==> config.mk <==
export PLATFORM = sky130hd
export DESIGN_NAME = cpll_ctrl
export DESIGN_NICKNAME = d
export VERILOG_FILES = /design/src/rtl/core/assert_macros.svh /design/src/rtl/core/cpll_pkg.sv /design/src/rtl/core/cpll_ctrl.sv
export SDC_FILE = /design/constraint.sdc
export NUM_CORES = 1
export LEC_CHECK = 0
export BUFFER_PORTS_ARGS = -buffer_cell sky130_fd_sc_hd__clkbuf_2
export CORE_ASPECT_RATIO = 0.6
export CORE_MARGIN = 5
export CORE_UTILIZATION = 30
export CTS_CLUSTER_DIAMETER = 200
export CTS_CLUSTER_SIZE = 40
export DETAILED_ROUTE_END_ITERATION = 8
export MAX_ROUTING_LAYER = met4
export PLACE_DENSITY = 0.51
export SYNTH_ARGS = -nofsm -noshare
export SYNTH_HDL_FRONTEND = slang
export SYNTH_SLANG_ARGS = --single-unit
export TNS_END_PERCENT = 50
==> constraint.sdc <==
create_clock -name aclk -period 1.39 [get_ports aclk]
set_input_delay 0.278 -clock aclk [delete_from_list [all_inputs] [get_ports aclk]]
set_output_delay 0.278 -clock aclk [all_outputs]
set_load 0.005 [all_outputs]
==> src/rtl/core/assert_macros.svh <==
// Assertion macros shared by the RTL, empty when SYNTH is defined.
`ifndef ASSERT_MACROS_SVH
`define ASSERT_MACROS_SVH
`ifndef SYNTH
`define CPLL_ASSERT(lbl, clk, rstn, prop, msg) \
    lbl: assert property (@(posedge clk) disable iff (!rstn) prop) else $error(msg);
`define CPLL_ASSERT_NEXT(lbl, clk, rstn, cond, prop, msg) \
    lbl: assert property (@(posedge clk) disable iff (!rstn) cond |=> prop) else $error(msg);
`else
`define CPLL_ASSERT(lbl, clk, rstn, prop, msg)
`define CPLL_ASSERT_NEXT(lbl, clk, rstn, cond, prop, msg)
`endif
`endif

==> src/rtl/core/cpll_pkg.sv <==
// Shared constants, codes and command/status types of the pseudo-layer lookup.
package cpll_pkg;
    localparam int TABLE_DEPTH = 128;
    localparam int COORD_BITS  = 20;
    localparam int VAL_W       = 20;
    localparam int IDX_W       = 7;
    localparam int CNT8_W      = 8;
    localparam int LAYER_W     = 8;
    localparam int STATUS_W    = 2;
    localparam int CMD_W       = 2;
    localparam int ADDR_W      = $clog2(TABLE_DEPTH);
    localparam int CNT_W       = $clog2(TABLE_DEPTH + 2);
    localparam int SQ_W        = 2 * COORD_BITS;
    localparam int CMP_W       = (COORD_BITS > VAL_W) ? COORD_BITS : VAL_W;
    localparam int STEP_W      = $clog2(COORD_BITS);
    localparam int S_FIELDS_W  = 3 * COORD_BITS + IDX_W + VAL_W;
    localparam int S_TDATA_W   = ((S_FIELDS_W + 7) / 8) * 8;
    localparam int M_TDATA_W   = 8;
    localparam int CFG_IDX_W   = 3;

    // command codes
    localparam logic [CMD_W-1:0] CMD_QUERY   = 2'd0;
    localparam logic [CMD_W-1:0] CMD_WR_BARR = 2'd1;
    localparam logic [CMD_W-1:0] CMD_WR_ENDC = 2'd2;
    localparam logic [CMD_W-1:0] CMD_RSVD    = 2'd3;

    // status codes
    localparam logic [STATUS_W-1:0] ST_FOUND   = 2'd0;
    localparam logic [STATUS_W-1:0] ST_OUTSIDE = 2'd1;
    localparam logic [STATUS_W-1:0] ST_NOMATCH = 2'd2;

    // register indexes
    localparam logic [CFG_IDX_W-1:0] REG_BARREL_INNER_R = 3'd0;
    localparam logic [CFG_IDX_W-1:0] REG_BARREL_OUTER_R = 3'd1;
    localparam logic [CFG_IDX_W-1:0] REG_ENDCAP_OUTER_R = 3'd2;
    localparam logic [CFG_IDX_W-1:0] REG_ENDCAP_INNER_Z = 3'd3;
    localparam logic [CFG_IDX_W-1:0] REG_ENDCAP_OUTER_Z = 3'd4;
    localparam logic [CFG_IDX_W-1:0] REG_BARREL_COUNT   = 3'd5;
    localparam logic [CFG_IDX_W-1:0] REG_ENDCAP_COUNT   = 3'd6;

    // table read address select
    localparam logic [1:0] RD_MID = 2'd0;
    localparam logic [1:0] RD_LOW = 2'd1;
    localparam logic [1:0] RD_HIT = 2'd2;

    typedef struct packed {
        logic       wr_barrel;
        logic       wr_endcap;
        logic       load_in;
        logic       square;
        logic       sum;
        logic       root_step;
        logic       sel;
        logic       bs_init;
        logic       rd;
        logic [1:0] rd_sel;
        logic       bs_cmp;
        logic       lo_keep;
        logic       rec_none;
        logic       rec_zero;
        logic       rec_near;
        logic       out_load;
    } dp_cmd_t;

    typedef struct packed {
        logic bs_done;
        logic hit_none;
        logic hit_zero;
    } dp_status_t;
endpackage

==> src/rtl/core/cpll_ctrl.sv <==
// Controller: sequences root, table searches and output handshake.
module cpll_ctrl (
    input  logic                          aclk,
    input  logic                          aresetn,
    input  logic                          in_valid,
    output logic                          in_ready,
    input  logic [cpll_pkg::CMD_W-1:0]    command,
    output logic                          out_valid,
    input  logic                          out_ready,
    output cpll_pkg::dp_cmd_t             cmd,
    input  cpll_pkg::dp_status_t          status
);
    localparam logic [3:0] S_IDLE   = 4'd0;
    localparam logic [3:0] S_SQ     = 4'd1;
    localparam logic [3:0] S_SUM    = 4'd2;
    localparam logic [3:0] S_ROOT   = 4'd3;
    localparam logic [3:0] S_INIT   = 4'd4;
    localparam logic [3:0] S_RD     = 4'd5;
    localparam logic [3:0] S_CMP    = 4'd6;
    localparam logic [3:0] S_LO_GET = 4'd7;
    localparam logic [3:0] S_UP_GET = 4'd8;
    localparam logic [3:0] S_NEXT   = 4'd9;
    localparam logic [3:0] S_DONE   = 4'd10;

    logic [3:0]                    state_reg, state_next;
    logic [cpll_pkg::STEP_W-1:0]   step_reg, step_next;
    logic                          sel_reg, sel_next;
    logic                          out_valid_reg, out_valid_next;
    logic                          accept;

    assign in_ready  = state_reg == S_IDLE;
    assign accept    = in_valid && in_ready;
    assign out_valid = out_valid_reg;

    always_comb begin
        state_next     = state_reg;
        step_next      = step_reg;
        sel_next       = sel_reg;
        out_valid_next = out_valid_reg && !out_ready;
        cmd            = '0;
        cmd.sel        = sel_reg;
        unique case (state_reg)
            S_IDLE: begin
                if (accept) begin
                    cmd.wr_barrel = command == cpll_pkg::CMD_WR_BARR;
                    cmd.wr_endcap = command == cpll_pkg::CMD_WR_ENDC;
                    if (command == cpll_pkg::CMD_QUERY) begin
                        cmd.load_in = 1'b1;
                        state_next  = S_SQ;
                    end
                end
            end
            S_SQ: begin
                cmd.square = 1'b1;
                state_next = S_SUM;
            end
            S_SUM: begin
                cmd.sum    = 1'b1;
                step_next  = '0;
                state_next = S_ROOT;
            end
            S_ROOT: begin
                cmd.root_step = 1'b1;
                step_next     = step_reg + cpll_pkg::STEP_W'(1);
                if (32'(step_reg) == 32'(cpll_pkg::COORD_BITS - 1)) begin
                    sel_next   = 1'b0;
                    state_next = S_INIT;
                end
            end
            S_INIT: begin
                cmd.bs_init = 1'b1;
                state_next  = S_RD;
            end
            S_RD: begin
                if (!status.bs_done) begin
                    cmd.rd     = 1'b1;
                    cmd.rd_sel = cpll_pkg::RD_MID;
                    state_next = S_CMP;
                end else if (status.hit_none) begin
                    cmd.rec_none = 1'b1;
                    state_next   = S_NEXT;
                end else if (status.hit_zero) begin
                    cmd.rec_zero = 1'b1;
                    state_next   = S_NEXT;
                end else begin
                    cmd.rd     = 1'b1;
                    cmd.rd_sel = cpll_pkg::RD_LOW;
                    state_next = S_LO_GET;
                end
            end
            S_CMP: begin
                cmd.bs_cmp = 1'b1;
                state_next = S_RD;
            end
            S_LO_GET: begin
                cmd.lo_keep = 1'b1;
                cmd.rd      = 1'b1;
                cmd.rd_sel  = cpll_pkg::RD_HIT;
                state_next  = S_UP_GET;
            end
            S_UP_GET: begin
                cmd.rec_near = 1'b1;
                state_next   = S_NEXT;
            end
            S_NEXT: begin
                if (!sel_reg) begin
                    sel_next   = 1'b1;
                    state_next = S_INIT;
                end else begin
                    state_next = S_DONE;
                end
            end
            S_DONE: begin
                // hold until the output register is free
                if (!out_valid_reg || out_ready) begin
                    cmd.out_load   = 1'b1;
                    out_valid_next = 1'b1;
                    state_next     = S_IDLE;
                end
            end
            default: begin
                state_next = S_IDLE;
            end
        endcase
    end

    always_ff @(posedge aclk) begin
        if (!aresetn) begin
            state_reg     <= S_IDLE;
            step_reg      <= '0;
            sel_reg       <= 1'b0;
            out_valid_reg <= 1'b0;
        end else begin
            state_reg     <= state_next;
            step_reg      <= step_next;
            sel_reg       <= sel_next;
            out_valid_reg <= out_valid_next;
        end
    end
endmodule

==> results of run 1 <==
==> worst paths after layout <==
| check | end | cells past startpoint |
|---|---|---|
| worst max register to register | state_reg[0]$_SDFFE_PN0P_ | 7 |
| worst max-delay path | cmd[16] | 5 |
| worst min-delay path | step_reg[0]$_SDFFE_PN0P_ | 2 |
| worst min register to register | state_reg[1]$_SDFFE_PN0P_ | 2 |
==> layout make-up <==
| type | count | share of cell area [%] |
|---|---|---|
| multi-input combinational | 80 | 46.0 |
| clock buffer | 4 | 3.25 |
| tap | 32 | 2.89 |
| sequential | 11 | 16.8 |
| timing repair buffer | 58 | 30.3 |
| inverter | 3 | 0.813 |
==> power breakdown <==
part	total [mW]	switching [mW]	internal, mW	leakage [nW]
combinational	0.926	0.429	0.497	0.495
clock	0.317	0.116	0.201	0.0228
sequential	0.449	0.0859	0.363	0.0924
==> logic make-up after synthesis <==
logic type | synth area share [%]
AND/OR/NAND/NOR | 42.4
flip-flops | 27.4
buffers and inverters | 7.16
adder cells (fa/ha/maj) | 1.56
AO/OA/AOI/OAI | 21.5
==> through the flow <==
stage / hold slack (ns) / total power, mW
after floorplan: 0.510 / 0.829
after global placement: 0.579 / 1.17
after detailed placement: 0.589 / 1.18
after CTS: 0.426 / 1.62
after global routing: 0.437 / 1.80
final: 0.428 / 1.69
==> worst max-delay path: cells and delay by family, from the launching register on <==
kind                   cells  cell delay (ns)
buffers and inverters      2             0.26
and+or+nand+nor            3             0.57
DFF                        1             0.33
==> routing by layer <==
| metal | share of wire (%) | wire length [um] |
|---|---|---|
| met5 | 0 | 0 |
| met2 | 50 | 1350 |
| met1 | 46 | 1240 |
| met3 | 2.8 | 74 |
| met4 | 0.71 | 19 |
==> cells in the final DEF (no fill, tap or decap), types with 4 or more instances in the layout <==
master    instances
a21oi_1           6
nor3b_2           5
nor2_1            6
buf_2             8
nand2_1           7
clkbuf_2         19
buf_4            22
o21a_1            4
dfxtp_2           4
dfxtp_1           5
buf_6             7
nor2b_1           6
nor3_2            8
nor3_1            4
==> what timing repair did <==
action / CTS / global route
hold buffers: 0 / 0
pin swaps: 10 / 9
resized for setup: 28 / 17
setup buffers: 8 / 5
endpoints found under the setup margin: 23 / 25
==> out/results.tsv, run 1 <==
metric	value	unit
cts_tree	built	
startpoint_type	register	
synth_area_per_cell	7.88	sq um
synth_area	803	sq um
place_area	1100	sq um
rsz0062_at_grt	yes	
postLayoutCellArea	1390	sq um
clk-insertion-delay-late	0.24	ns
drc	0	
gp_congestion	0.761	
post-route-period-util	120	%
finalMaxSlewViolations	0	
drtIter0Drc	30	
synth_edf_count	0	
clk_pin_slew	0.05	ns
tightest_slew	0.349	ns
busiest_layer	met2	
multi_input_area	637	sq um
instances_no_fill	188	
use_met2	22.4	%
end_kind	output port	
r2r_start	state_reg[2]$_SDFFE_PN0P_	
path_class	register to output port	
hold_viol	0	
cp_max_fo	6	
grt_antenna_before_repair	0	
setup_viol_count_final	23	
seq_area_frac_synth	27.4	%
synth_top_area_share	27.4	%
cts_sinks	11	
ios	28	
cellLeakagePower	0.610	nW
synthesis.instances	102	
post_drt_via_cell_ratio	4.98	
cp.required	1.11	ns
synthTopCellsByCount	12 x nor3_1, 11 x dfxtp_1, 8 x nor2_1	
crit_arrival	1.39	ns
synthFlopType	dfxtp_1	
grt_pass1_wl	4090	um
use_met3	4.00	%
yosysTopAreaCell	dfxtp_1	
post-place-ws	-0.101	ns
failed_checks	negative setup slack	
numCtsBuffers	3	
largest_reg_flops	5	
areaGrowthSynthToFinish	72.4	%
place_inst	172	
seqCellArea	233	sq um
ys_ff_latch	11	
max_stage_delay	0.33	ns
synth_most_common_cell	nor3_1	
met1_usage	16.6	%
portBuffers	27	
clockBufferDepth	2	
first_pass_iters	4	
yosys_warnings	0	
hold_path.class	input port to register	
track_usage	13.7	%
htree_levels	1	
critPathSlowestCell	dfxtp_2	
min_from	aresetn	
synth.area.top_cells	dfxtp_1 27%, nor3_1 7.5%, nor2b_1 5.5%	
dpl.hpwl	1870	um
period_needed	1.67	ns
synthArstFlopShare	0	%
ir_worst_vdd	0.000642	V
vias	937	
crit_start	state_reg[2]$_SDFFE_PN0P_	
postRouteAntennaNets	0	
max_slew_margin	76.6	%
coreArea	2540	sq um
synth_nets	112	
diodes	0	
initial_core_util	31.6	%
rows	14	
cts_root_buffer	clkbuf_8	
finalWorstSetupSlack	-0.280	ns
path_cells	buf_12, nor4_4, nand2_2, nor3b_2, buf_2	
wl	2690	um
grt_max_degree	17	
grt_overflow	0	
status	complete, but fails checks	
final_util	54.5	%
nets	167	
fp.dieArea	3850	sq um
layout-drive-gt1-share	59.0	%
power.density	1220	nW/um^2
maxCapViolCount	0	
final.fill_count	230	
finClkSkew	0.00272	ns
fp.dieH	50.1	um
setup_tns	-3.22	ns
worst-r2r-setup-slack	-0.07	ns
synth.distinct_cells	34	
die_w	76.8	um
grt_pass1_vias	876	
max_clock_freq	0.599	GHz
post_drt_wl_per_cell	14.3	um
No activity file was read; power rests on OpenSTA's default activity.
==> run 2, diff against run 1 <==
CORE_ASPECT_RATIO = 0.5   (was 0.6)
==> run 2 against run 1 <==
Compared with the run above: final cell count up 5.9%; non-clock buffer count up 6; critical path type unchanged; the run still ends with negative setup slack left; first-iteration DRC count up 83%; via count up 1.7%; die area up 0.76%; final area up 5.6%; sequential power down 6.0%; combinational power up 21%; sequential cell count unchanged.
==> out/results.tsv, run 2 (synthesized netlist as in run 1, its figures left out) <==
metric	value	unit	change
r2r_start	state_reg[2]$_SDFFE_PN0P_		
postRouteAntennaNets	0		unchanged
finalMaxSlewViolations	0		unchanged
post_drt_via_cell_ratio	4.79		-3.9%
finClkSkew	0.00555	ns	+0.00283 ns
hold_path.class	input port to register		
path_class	register to output port		
grt_antenna_before_repair	0		unchanged
cts_root_buffer	clkbuf_8		
final_util	56.9	%	+2.4 points
hold_viol	0		unchanged
coreArea	2570	sq um	+1.2%
first_pass_iters	4		unchanged
min_from	aresetn		
cellLeakagePower	0.654	nW	+7.2%
path_buf_inv	2		unchanged
rsz0062_at_grt	yes		
post_drt_wl_per_cell	13.8	um	-3.5%
end_kind	output port		
crit_arrival	1.42	ns	+0.03 ns
startpoint_type	register		
finalWorstSetupSlack	-0.306	ns	-0.0262 ns
status	complete, but fails checks		
htree_levels	1		unchanged
tightest_slew	0.324	ns	-0.0247 ns
power.density	1280	nW/um^2	+5.2%
rows	13		-1
ir_worst_vdd	0.000571	V	-11%
max_clock_freq	0.590	GHz	-1.5%
max_slew_margin	78.3	%	+1.8 points
final_common_cell	buf_4		
cts_sinks	11		unchanged
ios	28		unchanged
areaGrowthSynthToFinish	82.1	%	
vias	953		+1.7%
clk_pin_slew	0.05	ns	about the same
period_needed	1.70	ns	+0.0262 ns
drc	0		unchanged
fp.dieArea	3880	sq um	+0.76%
failed_checks	negative setup slack		
clockBufferDepth	2		unchanged
cp_max_fo	7		+1
cts_tree	built		
post-route-period-util	122	%	+1.9 points
setup_viol_count_final	23		unchanged
layout-drive-gt1-share	61.1	%	+2.1 points
drtIter0Drc	55		+83%
path_cells	buf_4, nand4b_1, nor3b_2, buf_2		
layout_common_cells	26 x buf_4, 15 x clkbuf_2, 11 x buf_2, 11 x buf_6, 8 x nor3_2		
fp.dieH	46.6	um	-7.0%
gp_congestion	0.762		+0.16%
track_usage	13.7	%	+0.090 points
grt_pass1_wl	3900	um	-4.7%
diodes	0		unchanged
initial_core_util	31.3	%	-0.37 points
maxCapViolCount	0		unchanged
nets	173		+3.6%
portBuffers	27		unchanged
dpl.hpwl	1800	um	-4.0%
clk-insertion-delay-late	0.25	ns	about the same
grt_overflow	0		unchanged
critPathSlowestCell	dfxtp_4		
grt_pass1_vias	857		-2.2%
cp.required	1.11	ns	about the same
power	1.88	mW	+11%
wl	2750	um	+2.1%
path_delay_family	simple AND/OR/NAND/NOR gates		
die_w	83.2	um	+8.3%
numCtsBuffers	3		unchanged
grt_max_degree	11		-6
largest_reg_flops	5		unchanged
max_stage_delay	0.38	ns	+0.05 ns
crit_start	state_reg[1]$_SDFFE_PN0P_		
-- run 2: tightest hold or removal path, delay by kind of cell --
| kind | cells | cell delay, ns |
|---|---|---|
| AO/OA/AOI/OAI | 2 | 0.16 |
| buffers and inverters | 1 | 0.09 |
| AND/OR/NAND/NOR | 1 | 0.07 |
-- run 2: stage by stage --
stage	hold WS [ns]	setup WS, ns	setup TNS [ns]	cell area, sq um	std cells
2_1_floorplan	0.510	-0.0149	-0.0518	803	102
3_3_place_gp	0.583	-0.0692	-0.311	1140	183
3_5_place_dp	0.591	-0.0770	-0.336	1140	183
4_1_cts	0.376	-0.297	-2.76	1310	192
5_1_grt	0.398	-0.389	-5.04	1460	199
6_report	0.389	-0.306	-3.41	1460	199
-- run 2: what timing repair did --
action | CTS | global route
hold buffers | 0 | 0
buffers inserted | 5 | 7
setup endpoints to repair | 24 | 25
pin swaps | 12 | 9
endpoints found under the hold margin | 0 | 0
resized for setup | 24 | 32
-- run 2: power by group --
group	total [mW]	internal (mW)	switching, mW
clock network	0.332	0.202	0.130
logic	1.12	0.628	0.496
registers	0.422	0.363	0.0591
total	1.88	1.19	0.685
-- run 2: cell type report --
type	instances	area, sq um
well taps	37	46.3
clock buffers	4	45.0
fillers	244	1110
inverters	3	11.3
flip-flops and latches	11	228
multi-input cells	80	663
repair buffers	64	469
-- run 2: per-layer routing --
| layer | global-route usage [%] | vias up | part of all wire (%) |
|---|---|---|---|
| li1 | - | 482 | - |
| met1 | 14.9 | 448 | 46 |
| met2 | 23.1 | 19 | 50 |
| met3 | 5.00 | 4 | 3.7 |
| met4 | 6.84 | 0 | 1.1 |
| met5 | - | - | 0 |
-- run 2: final timing paths --
path / endpoint / slack, ns / cells after the start
worst min-delay path: state_reg[2]$_SDFFE_PN0P_ / 0.39 / 4
worst min register to register: step_reg[4]$_SDFFE_PN0P_ / 0.61 / 2
worst max-delay path: cmd[2] / -0.31 / 4
worst max register to register: sel_reg$_SDFFE_PN0P_ / -0.17 / 7
